--- src/rtl/itep_pkg.sv ---
// Package for the timestamp-to-epoch converter: state and status codes,
// controller/datapath command and status structs, constants and the day table.
// No dependencies.
`default_nettype none

package itep_pkg;

    localparam int S_DATA_W = 8;
    localparam int M_DATA_W = 72;

    localparam logic [4:0] TS_LEN    = 5'd30;
    localparam logic [4:0] POS_LIMIT = 5'd31;

    localparam logic [7:0] CH_DASH  = 8'h2D;
    localparam logic [7:0] CH_COLON = 8'h3A;
    localparam logic [7:0] CH_DOT   = 8'h2E;
    localparam logic [7:0] CH_T     = 8'h54;
    localparam logic [7:0] CH_Z     = 8'h5A;
    localparam logic [7:0] CH_ZERO  = 8'h30;
    localparam logic [7:0] CH_NINE  = 8'h39;

    localparam logic [13:0] YEAR_BIAS    = 14'd400;
    localparam logic [20:0] RECIP_25     = 21'd1311;
    localparam logic signed [23:0] DAYS_PER_ERA = 24'sd146097;
    localparam logic signed [23:0] EPOCH_SHIFT  = 24'sd719468;
    localparam logic signed [39:0] SECS_PER_DAY = 40'sd86400;
    localparam logic signed [30:0] NS_PER_S     = 31'sd1000000000;

    localparam logic signed [39:0] SECS_MAX  = 40'sd9223372036;
    localparam logic signed [39:0] SECS_MIN  = -40'sd9223372037;
    localparam logic [29:0]        FRAC_MAX  = 30'd854775807;
    localparam logic [29:0]        FRAC_MIN  = 30'd145224192;

    typedef enum logic [2:0] {
        STS_OK        = 3'd0,
        STS_LENGTH    = 3'd1,
        STS_SEPARATOR = 3'd2,
        STS_DIGIT     = 3'd3,
        STS_RANGE     = 3'd4
    } itep_status_t;

    typedef enum logic [3:0] {
        ST_COLLECT,
        ST_CHECK,
        ST_YEAR,
        ST_ERA,
        ST_DOE,
        ST_DAYS,
        ST_SECS,
        ST_MUL_LO,
        ST_MUL_HI,
        ST_SUM,
        ST_EMIT
    } itep_state_t;

    typedef struct packed {
        logic accept;
        logic capture;
        logic step_year;
        logic step_era;
        logic step_doe;
        logic step_days;
        logic step_secs;
        logic step_lo;
        logic step_hi;
        logic step_sum;
        logic load_out;
    } itep_cmd_t;

    typedef struct packed {
        logic status_ok;
    } itep_stat_t;

    // Day of the year at which each March-based month starts.
    function automatic logic [8:0] month_start(input logic [3:0] mp);
        logic [8:0] days;
        unique case (mp)
            4'd0:    days = 9'd0;
            4'd1:    days = 9'd31;
            4'd2:    days = 9'd61;
            4'd3:    days = 9'd92;
            4'd4:    days = 9'd122;
            4'd5:    days = 9'd153;
            4'd6:    days = 9'd184;
            4'd7:    days = 9'd214;
            4'd8:    days = 9'd245;
            4'd9:    days = 9'd275;
            4'd10:   days = 9'd306;
            4'd11:   days = 9'd337;
            default: days = 9'd0;
        endcase
        return days;
    endfunction

endpackage

`default_nettype wire

--- src/rtl/itep_ctrl.sv ---
// Controller of the timestamp converter: sequences byte collection, the
// status check, the conversion steps and the output register handshake. Uses itep_pkg.
`default_nettype none

module itep_ctrl (
    input  wire logic              aclk,
    input  wire logic              aresetn,
    input  wire logic              s_tvalid,
    input  wire logic              s_tlast,
    output logic                   s_tready,
    output logic                   m_tvalid,
    input  wire logic              m_tready,
    input  wire itep_pkg::itep_stat_t stat,
    output itep_pkg::itep_cmd_t    cmd
);
    import itep_pkg::*;

    itep_state_t state_reg, state_next;
    logic        out_valid_reg, out_valid_next;

    always_ff @(posedge aclk) begin
        if (!aresetn) begin
            state_reg     <= ST_COLLECT;
            out_valid_reg <= 1'b0;
        end else begin
            state_reg     <= state_next;
            out_valid_reg <= out_valid_next;
        end
    end

    always_comb begin
        state_next = state_reg;
        cmd        = '0;
        s_tready   = 1'b0;
        unique case (state_reg)
            ST_COLLECT: begin
                s_tready   = 1'b1;
                cmd.accept = s_tvalid;
                if (s_tvalid && s_tlast) begin
                    state_next = ST_CHECK;
                end
            end
            ST_CHECK: begin
                cmd.capture = 1'b1;
                state_next  = stat.status_ok ? ST_YEAR : ST_EMIT;
            end
            ST_YEAR: begin
                cmd.step_year = 1'b1;
                state_next    = ST_ERA;
            end
            ST_ERA: begin
                cmd.step_era = 1'b1;
                state_next   = ST_DOE;
            end
            ST_DOE: begin
                cmd.step_doe = 1'b1;
                state_next   = ST_DAYS;
            end
            ST_DAYS: begin
                cmd.step_days = 1'b1;
                state_next    = ST_SECS;
            end
            ST_SECS: begin
                cmd.step_secs = 1'b1;
                state_next    = ST_MUL_LO;
            end
            ST_MUL_LO: begin
                cmd.step_lo = 1'b1;
                state_next  = ST_MUL_HI;
            end
            ST_MUL_HI: begin
                cmd.step_hi = 1'b1;
                state_next  = ST_SUM;
            end
            ST_SUM: begin
                cmd.step_sum = 1'b1;
                state_next   = ST_EMIT;
            end
            ST_EMIT: begin
                if (!out_valid_reg || m_tready) begin
                    cmd.load_out = 1'b1;
                    state_next   = ST_COLLECT;
                end
            end
            default: state_next = ST_COLLECT;
        endcase
    end

    always_comb begin
        if (cmd.load_out) begin
            out_valid_next = 1'b1;
        end else if (m_tready) begin
            out_valid_next = 1'b0;
        end else begin
            out_valid_next = out_valid_reg;
        end
    end

    assign m_tvalid = out_valid_reg;

endmodule

`default_nettype wire

--- src/rtl/itep_dpath.sv ---
// Datapath of the timestamp converter: field accumulators, fault flags,
// the staged days-from-civil and nanosecond arithmetic, and the output register. Uses itep_pkg.
`default_nettype none

module itep_dpath (
    input  wire logic                aclk,
    input  wire logic                aresetn,
    input  wire logic [itep_pkg::S_DATA_W-1:0] char_byte,
    input  wire itep_pkg::itep_cmd_t cmd,
    output itep_pkg::itep_stat_t     stat,
    output logic [itep_pkg::M_DATA_W-1:0] m_tdata
);
    import itep_pkg::*;

    logic [4:0]  pos_reg, pos_next;
    logic [13:0] year_reg, year_next;
    logic [6:0]  month_reg, month_next;
    logic [6:0]  day_reg, day_next;
    logic [6:0]  hour_reg, hour_next;
    logic [6:0]  minute_reg, minute_next;
    logic [6:0]  second_reg, second_next;
    logic [29:0] frac_reg, frac_next;
    logic        sep_fault_reg, sep_fault_next;
    logic        digit_fault_reg, digit_fault_next;

    logic        is_sep, is_digit, examine, wr_digit;
    logic [7:0]  sep_char;
    logic [3:0]  dig;

    itep_status_t status_now, status_reg;
    logic         range_bad;

    logic               m_le2;
    logic [13:0]        yp_next, yp_reg;
    logic [20:0]        qprod;
    logic [4:0]         q_reg;
    logic [3:0]         mp;
    logic [8:0]         doy_next, doy_reg;
    logic [8:0]         yoe_next, yoe_reg;
    logic signed [5:0]  era_next, era_reg;
    logic [6:0]         yoe_q;
    logic [17:0]        cprod;
    logic [17:0]        doe_next, doe_reg;
    logic signed [23:0] era_mul_next, era_mul_reg;
    logic signed [23:0] days_next, days_reg;
    logic [16:0]        tod;
    logic signed [39:0] secs_next, secs_reg;
    logic signed [20:0] mul_opd;
    logic signed [51:0] mul_prod;
    logic [63:0]        lo_next, lo_reg;
    logic [43:0]        hi_reg;
    logic [63:0]        nanos_reg;
    logic               ovf_next, ovf_reg;

    logic [2:0]         out_status_reg;
    logic [63:0]        out_nanos_reg;
    logic               out_ovf_reg;

    always_comb begin
        is_sep   = 1'b0;
        sep_char = CH_ZERO;
        case (pos_reg) inside
            5'd4, 5'd7: begin
                is_sep   = 1'b1;
                sep_char = CH_DASH;
            end
            5'd10: begin
                is_sep   = 1'b1;
                sep_char = CH_T;
            end
            5'd13, 5'd16: begin
                is_sep   = 1'b1;
                sep_char = CH_COLON;
            end
            5'd19: begin
                is_sep   = 1'b1;
                sep_char = CH_DOT;
            end
            5'd29: begin
                is_sep   = 1'b1;
                sep_char = CH_Z;
            end
            default: is_sep = 1'b0;
        endcase
    end

    assign is_digit = (char_byte >= CH_ZERO) && (char_byte <= CH_NINE);
    assign dig      = 4'(char_byte - CH_ZERO);
    assign examine  = cmd.accept && (pos_reg < TS_LEN);
    assign wr_digit = examine && !is_sep && is_digit;

    always_comb begin
        year_next        = year_reg;
        month_next       = month_reg;
        day_next         = day_reg;
        hour_next        = hour_reg;
        minute_next      = minute_reg;
        second_next      = second_reg;
        frac_next        = frac_reg;
        pos_next         = pos_reg;
        sep_fault_next   = sep_fault_reg | (examine && is_sep && (char_byte != sep_char));
        digit_fault_next = digit_fault_reg | (examine && !is_sep && !is_digit);
        if (cmd.accept) begin
            pos_next = (pos_reg == POS_LIMIT) ? POS_LIMIT : pos_reg + 5'd1;
        end
        if (wr_digit) begin
            if (pos_reg < 5'd4) begin
                year_next = 14'(year_reg * 14'd10 + 14'(dig));
            end else if (pos_reg < 5'd7) begin
                month_next = 7'(month_reg * 7'd10 + 7'(dig));
            end else if (pos_reg < 5'd10) begin
                day_next = 7'(day_reg * 7'd10 + 7'(dig));
            end else if (pos_reg < 5'd13) begin
                hour_next = 7'(hour_reg * 7'd10 + 7'(dig));
            end else if (pos_reg < 5'd16) begin
                minute_next = 7'(minute_reg * 7'd10 + 7'(dig));
            end else if (pos_reg < 5'd19) begin
                second_next = 7'(second_reg * 7'd10 + 7'(dig));
            end else begin
                frac_next = 30'(frac_reg * 30'd10 + 30'(dig));
            end
        end
        if (cmd.load_out) begin
            year_next        = '0;
            month_next       = '0;
            day_next         = '0;
            hour_next        = '0;
            minute_next      = '0;
            second_next      = '0;
            frac_next        = '0;
            pos_next         = '0;
            sep_fault_next   = 1'b0;
            digit_fault_next = 1'b0;
        end
    end

    always_ff @(posedge aclk) begin
        if (!aresetn) begin
            pos_reg         <= '0;
            year_reg        <= '0;
            month_reg       <= '0;
            day_reg         <= '0;
            hour_reg        <= '0;
            minute_reg      <= '0;
            second_reg      <= '0;
            frac_reg        <= '0;
            sep_fault_reg   <= 1'b0;
            digit_fault_reg <= 1'b0;
        end else begin
            pos_reg         <= pos_next;
            year_reg        <= year_next;
            month_reg       <= month_next;
            day_reg         <= day_next;
            hour_reg        <= hour_next;
            minute_reg      <= minute_next;
            second_reg      <= second_next;
            frac_reg        <= frac_next;
            sep_fault_reg   <= sep_fault_next;
            digit_fault_reg <= digit_fault_next;
        end
    end

    assign range_bad = (month_reg < 7'd1) || (month_reg > 7'd12) || (day_reg < 7'd1) ||
                       (day_reg > 7'd31) || (hour_reg > 7'd23) || (minute_reg > 7'd59) ||
                       (second_reg > 7'd60);

    always_comb begin
        if (pos_reg != TS_LEN) begin
            status_now = STS_LENGTH;
        end else if (sep_fault_reg) begin
            status_now = STS_SEPARATOR;
        end else if (digit_fault_reg) begin
            status_now = STS_DIGIT;
        end else if (range_bad) begin
            status_now = STS_RANGE;
        end else begin
            status_now = STS_OK;
        end
    end

    assign stat.status_ok = (status_now == STS_OK);

    // The year is biased by one era so that the era split works on unsigned values.
    assign m_le2    = (month_reg <= 7'd2);
    assign yp_next  = 14'(year_reg + YEAR_BIAS - {13'd0, m_le2});
    assign qprod    = 21'(yp_next[13:4]) * RECIP_25;
    assign mp       = m_le2 ? 4'(month_reg + 7'd9) : 4'(month_reg - 7'd3);
    assign doy_next = 9'(month_start(mp) + 9'(day_reg) - 9'd1);

    assign yoe_next = 9'(yp_reg - 14'(q_reg) * YEAR_BIAS);
    assign era_next = $signed({1'b0, q_reg}) - 6'sd1;

    assign yoe_q        = yoe_reg[8:2];
    assign cprod        = 18'(yoe_q) * 18'(RECIP_25);
    assign doe_next     = 18'(yoe_reg) * 18'd365 + 18'(yoe_q) - 18'(cprod[17:15])
                          + 18'(doy_reg);
    assign era_mul_next = 24'(era_reg) * DAYS_PER_ERA;

    assign days_next = era_mul_reg + $signed({6'd0, doe_reg}) - EPOCH_SHIFT;

    assign tod       = 17'(hour_reg) * 17'd3600 + 17'(minute_reg) * 17'd60 + 17'(second_reg);
    assign secs_next = 40'(days_reg) * SECS_PER_DAY + $signed({23'd0, tod});

    assign mul_opd  = cmd.step_hi ? {secs_reg[39], secs_reg[39:20]} : {1'b0, secs_reg[19:0]};
    assign mul_prod = mul_opd * NS_PER_S;
    assign lo_next  = 64'(mul_prod[49:0]) + 64'(frac_reg);
    assign ovf_next = (secs_reg > SECS_MAX) || ((secs_reg == SECS_MAX) && (frac_reg > FRAC_MAX))
                      || (secs_reg < SECS_MIN)
                      || ((secs_reg == SECS_MIN) && (frac_reg < FRAC_MIN));

    always_ff @(posedge aclk) begin
        if (cmd.capture) begin
            status_reg <= status_now;
        end
        if (cmd.step_year) begin
            yp_reg  <= yp_next;
            q_reg   <= qprod[19:15];
            doy_reg <= doy_next;
        end
        if (cmd.step_era) begin
            yoe_reg <= yoe_next;
            era_reg <= era_next;
        end
        if (cmd.step_doe) begin
            doe_reg     <= doe_next;
            era_mul_reg <= era_mul_next;
        end
        if (cmd.step_days) begin
            days_reg <= days_next;
        end
        if (cmd.step_secs) begin
            secs_reg <= secs_next;
        end
        if (cmd.step_lo) begin
            lo_reg  <= lo_next;
            ovf_reg <= ovf_next;
        end
        if (cmd.step_hi) begin
            hi_reg <= mul_prod[43:0];
        end
        if (cmd.step_sum) begin
            nanos_reg <= {hi_reg, 20'd0} + lo_reg;
        end
        if (cmd.load_out) begin
            out_status_reg <= status_reg;
            if (status_reg == STS_OK) begin
                out_nanos_reg <= nanos_reg;
                out_ovf_reg   <= ovf_reg;
            end else begin
                out_nanos_reg <= '0;
                out_ovf_reg   <= 1'b0;
            end
        end
    end

    assign m_tdata = {4'd0, out_ovf_reg, out_nanos_reg, out_status_reg};

endmodule

`default_nettype wire

--- src/rtl/iso_timestamp_to_epoch_nanos.sv ---
// Top level of the ISO timestamp to epoch nanoseconds converter.
// Instantiates itep_ctrl and itep_dpath; uses itep_pkg.
`default_nettype none

// Bytes of one timestamp string are taken one per cycle, the last one marked
// by s_tlast. After the last byte the input stalls while the result is formed:
// a rejected string passes only the check and emit states, a valid timestamp
// also the days-from-civil steps and the two halves of the seconds-to-
// nanoseconds product on one shared multiplier. The emit state also waits
// while the previous result word is still held. One result word per
// string leaves through an output register, so the next string is collected
// while it waits.
module iso_timestamp_to_epoch_nanos (
    input  wire logic                            aclk,
    input  wire logic                            aresetn,
    input  wire logic                            s_tvalid,
    output logic                                 s_tready,
    input  wire logic [itep_pkg::S_DATA_W-1:0]   s_tdata,   // [7:0] char_byte
    input  wire logic                            s_tlast,   // end_of_text
    output logic                                 m_tvalid,
    input  wire logic                            m_tready,
    output logic [itep_pkg::M_DATA_W-1:0]        m_tdata    // [2:0] status, [66:3] epoch_nanos, [67] overflow
);
    import itep_pkg::*;

    itep_cmd_t  cmd;
    itep_stat_t stat;

    itep_ctrl u_ctrl (
        .aclk     (aclk),
        .aresetn  (aresetn),
        .s_tvalid (s_tvalid),
        .s_tlast  (s_tlast),
        .s_tready (s_tready),
        .m_tvalid (m_tvalid),
        .m_tready (m_tready),
        .stat     (stat),
        .cmd      (cmd)
    );

    itep_dpath u_dpath (
        .aclk      (aclk),
        .aresetn   (aresetn),
        .char_byte (s_tdata),
        .cmd       (cmd),
        .stat      (stat),
        .m_tdata   (m_tdata)
    );

endmodule

`default_nettype wire

--- config.mk ---
export PLATFORM = sky130hd
export DESIGN_NAME = iso_timestamp_to_epoch_nanos
export DESIGN_NICKNAME = d
export VERILOG_FILES = /design/src/rtl/itep_pkg.sv /design/src/rtl/itep_ctrl.sv /design/src/rtl/itep_dpath.sv /design/src/rtl/iso_timestamp_to_epoch_nanos.sv
export SDC_FILE = /design/constraint.sdc
export NUM_CORES = 2
export LEC_CHECK = 0
export ABC_AREA = 1
export BUFFER_PORTS_ARGS = -buffer_cell sky130_fd_sc_hd__clkbuf_2
export CAP_MARGIN = 15
export CORE_MARGIN = 3
export CORE_UTILIZATION = 50
export CTS_CLUSTER_SIZE = 28
export DETAILED_ROUTE_END_ITERATION = 12
export PLACE_DENSITY = 0.66
export SLEW_MARGIN = 20
export SYNTH_ARGS = -nofsm -noshare
export SYNTH_HDL_FRONTEND = slang
export SYNTH_SLANG_ARGS = --single-unit
--- constraint.sdc ---
create_clock -name aclk -period 10.9 [get_ports aclk]
set_input_delay 2.725 -clock aclk [delete_from_list [all_inputs] [get_ports aclk]]
set_output_delay 2.725 -clock aclk [all_outputs]
set_load 0.02 [all_outputs]
==> metrics.yaml <==
outcome:
  outcome: "completed"
final_layout:
  layout-drive-gt1-share_pct: 5.77
  finalInstanceArea_mm2: 0.0560
  layout_common_cells: "inv_1, nand2_1, ha_1, fa_1, nor2_1"
  nets: 7524
  fin_util_pct: 54.6
  final_common_cell: "inv_1"
  nFillCells: 9552
  area_growth_pct: 7.62
  diodes: 0
global_routing:
  top_usage_layer: "met2"
  use_met3_pct: 2.50
  antenna_found_initial: 1
  grt.overflow.total: 0
  grt_max_degree: 73
  grt_util_met2_pct: 40.9
  use_met1_pct: 30.7
  grt_pass1_vias: 39284
  grt_pass1_wl_um: 203000
  grtUsageTotal_pct: 23.4
worst_hold_path:
  hold_path.class: "reg -> reg"
  holdPathEnd: "u_dpath.nanos_reg[17]$_DFFE_PP_"
  hp-start: "u_dpath.lo_reg[17]$_DFFE_PP_"
  hold_depth: 0
die:
  die_w_um: 329
  rows: 117
  die_area_mm2: 0.108
  pin_count: 87
  die_h_um: 329
  start_util_pct: 50.8
  coreArea_mm2: 0.102
detailed_routing:
  dr.pass1.iters: 6
  drt_iter0_markers: 2224
  vias: 39491
  final_antenna_net_count: 0
  via_per_inst: 5.15
  routedWlPerCell_um: 16.3
  drc: 0
  drt_wl_total_um: 125000
worst_setup_path:
  r2r-end: "u_dpath.lo_reg[46]$_DFFE_PP_"
  critPathCaptureType: "register"
  cp-start-kind: "register"
  arrival_ns: 9.50
  cp_slowest_cell: "o21ai_0"
  cp_data_required_time_ns: 11.28
  worstSetupPathType: "reg -> reg"
  slowest_delay_ns: 0.76
  crit_cells: 38
  reg2reg_depth: 38
  r2r-start: "u_ctrl.state_reg[3]$_SDFFE_PN0P_"
  r2r_slack_ns: 1.78
  crit_buf_inv: 10
  crit_path_frequent_cell: "inv_1"
  cp_top_family: "adder cells"
  crit_fanout: 29
timing:
  fmax_ghz: 0.110
  period_share_pct: 83.6
  hold_violations: 0
  setup_slack_ns: 1.78
  fin_worst_skew_ns: 0.0190
  maxSlewViolCount: 0
  rsz0062_at_grt: "false"
  finalSetupTns_ns: 0
  slew-limit-headroom_pct: 24.6
  setup_viol: 0
  worst_slew_pin_slew_ns: 1.12
  fin_crit_ns: 9.12
clocking:
  clk_latency_ns: 0.63
  cts.sinks: 457
  postCtsHoldBufs: 0
  ctsResizeCount: 0
  htreeDepth: 2
  tritoncts: "built"
  cts_buffers: 52
  ctsRootBufferMaster: "clkbuf_16"
  clk_pin_slew_ns: 0.06
  cts_setup_buffers: 0
  cts_buffer_depth: 3
place:
  pre_cts_ws_ns: 1.71
  place_area_mm2: 0.0541
  numPortBuffers: 82
  dp_hpwl_um: 106000
  routabilityCongestion: 0.938
yosys:
  ys_seq_elements: 457
  synth_top_area_cell: "edfxtp_1"
  async_flop_share_pct: 0
  synth_area_leaders: "edfxtp_1, ha_1, fa_1"
  synth_warnings: 0
  syn_area_mm2: 0.0520
  synthCells: 6141
  avgSynthCellArea_um2: 8.47
  synth_edf_count: 366
  synth.top_cell.area_share_pct: 21.1
  ys_seq_area_share_pct: 24.6
  ys.flop_type: "edfxtp_1"
  synth_cell_types: 62
job:
  maxCapViolations: 0
-- cells in the mapped netlist (4+ instances only) --
cell type     n
nand3_2       8
nor2_2       28
nor4_1       14
a21o_1       13
o21ai_1      20
clkinv_1      4
o22ai_1       7
o21bai_1     16
a21boi_0      7
dfxtp_1      91
and3_1        4
nand2_4       7
a211oi_1     11
xor2_1      192
nand2_1    1083
inv_1      1380
o21a_1        5
clkbuf_1     18
o221ai_1      6
edfxtp_1    366
fa_1        390
a21oi_1     323
buf_2         5
o21ai_0     190
or2_2        16
ha_1        859
inv_2        18
buf_4         8
nand3b_1     18
a21oi_2       7
nand4_1      72
nand3_1     230
nor3_1       68
nor2_1      396
nor2_4       21
o2111ai_1     8
and2_1        5
xnor2_1     114
nand2_2      53
a31oi_1      21
o211ai_1      8
-- routing by layer --
layer,up-vias,part of all wire (%)
li1,19854,-
met1,18643,44
met2,790,48
met3,202,4.1
met4,2,3.2
met5,-,0.0088
-- logic make-up after synthesis --
| group | Yosys count | synth area share [%] |
|---|---|---|
| other | 1 | 0.00721 |
| flip-flops | 457 | 24.6 |
| AND/OR/NAND/NOR | 2032 | 17.1 |
| AO/OA/AOI/OAI | 658 | 6.97 |
| adder cells (fa/ha/maj) | 1249 | 35.7 |
| buffers and inverters | 1438 | 10.5 |
| XOR/XNOR | 306 | 5.15 |
-- final cells by class --
type                       instances  area, µm²  share of cell area (%)
timing repair buffer             100        558                   0.997
multi-input combinational       4249      33800                    60.4
tap                             1368       1710                    3.06
clock buffer                      62       1390                    2.49
sequential                       457      12800                    22.9
clock inverter                    36        429                   0.767
inverter                        1402       5260                    9.40
-- worst max path at each step --
stage                     slack [ns]                             start                      endpoint
after floorplan                 2.23  u_ctrl.state_reg[3]$_SDFFE_PN0P_  u_dpath.lo_reg[46]$_DFFE_PP_
after global placement          1.96  u_ctrl.state_reg[3]$_SDFFE_PN0P_  u_dpath.lo_reg[46]$_DFFE_PP_
after detailed placement        1.71  u_ctrl.state_reg[3]$_SDFFE_PN0P_  u_dpath.lo_reg[46]$_DFFE_PP_
after CTS                       1.72  u_ctrl.state_reg[3]$_SDFFE_PN0P_  u_dpath.lo_reg[46]$_DFFE_PP_
after global routing            1.05  u_ctrl.state_reg[3]$_SDFFE_PN0P_  u_dpath.lo_reg[46]$_DFFE_PP_
final                           1.78  u_ctrl.state_reg[3]$_SDFFE_PN0P_  u_dpath.lo_reg[46]$_DFFE_PP_
-- worst reg2reg max path, delay by kind of cell (launching register included) --
family	cells	cell delay, ns
fa+ha+maj	9	4.15
compound gates	4	1.45
xor+xnor	1	0.21
simple gates	14	1.55
flops	1	0.34
buf+inv	10	1.18
-- per-stage QoR --
| stage | instances | hold slack (ns) |
|---|---|---|
| global placement | 7575 | 0.403 |
| detailed placement | 7575 | 0.405 |
| global route | 7674 | 0.418 |
| finish | 7674 | 0.416 |
| CTS | 7673 | 0.417 |
| floorplan | 6144 | 0.400 |
Power is left out: the tool's default activity adds up to more than one toggle a clock period on the data nets, which glitch-free logic cannot reach.
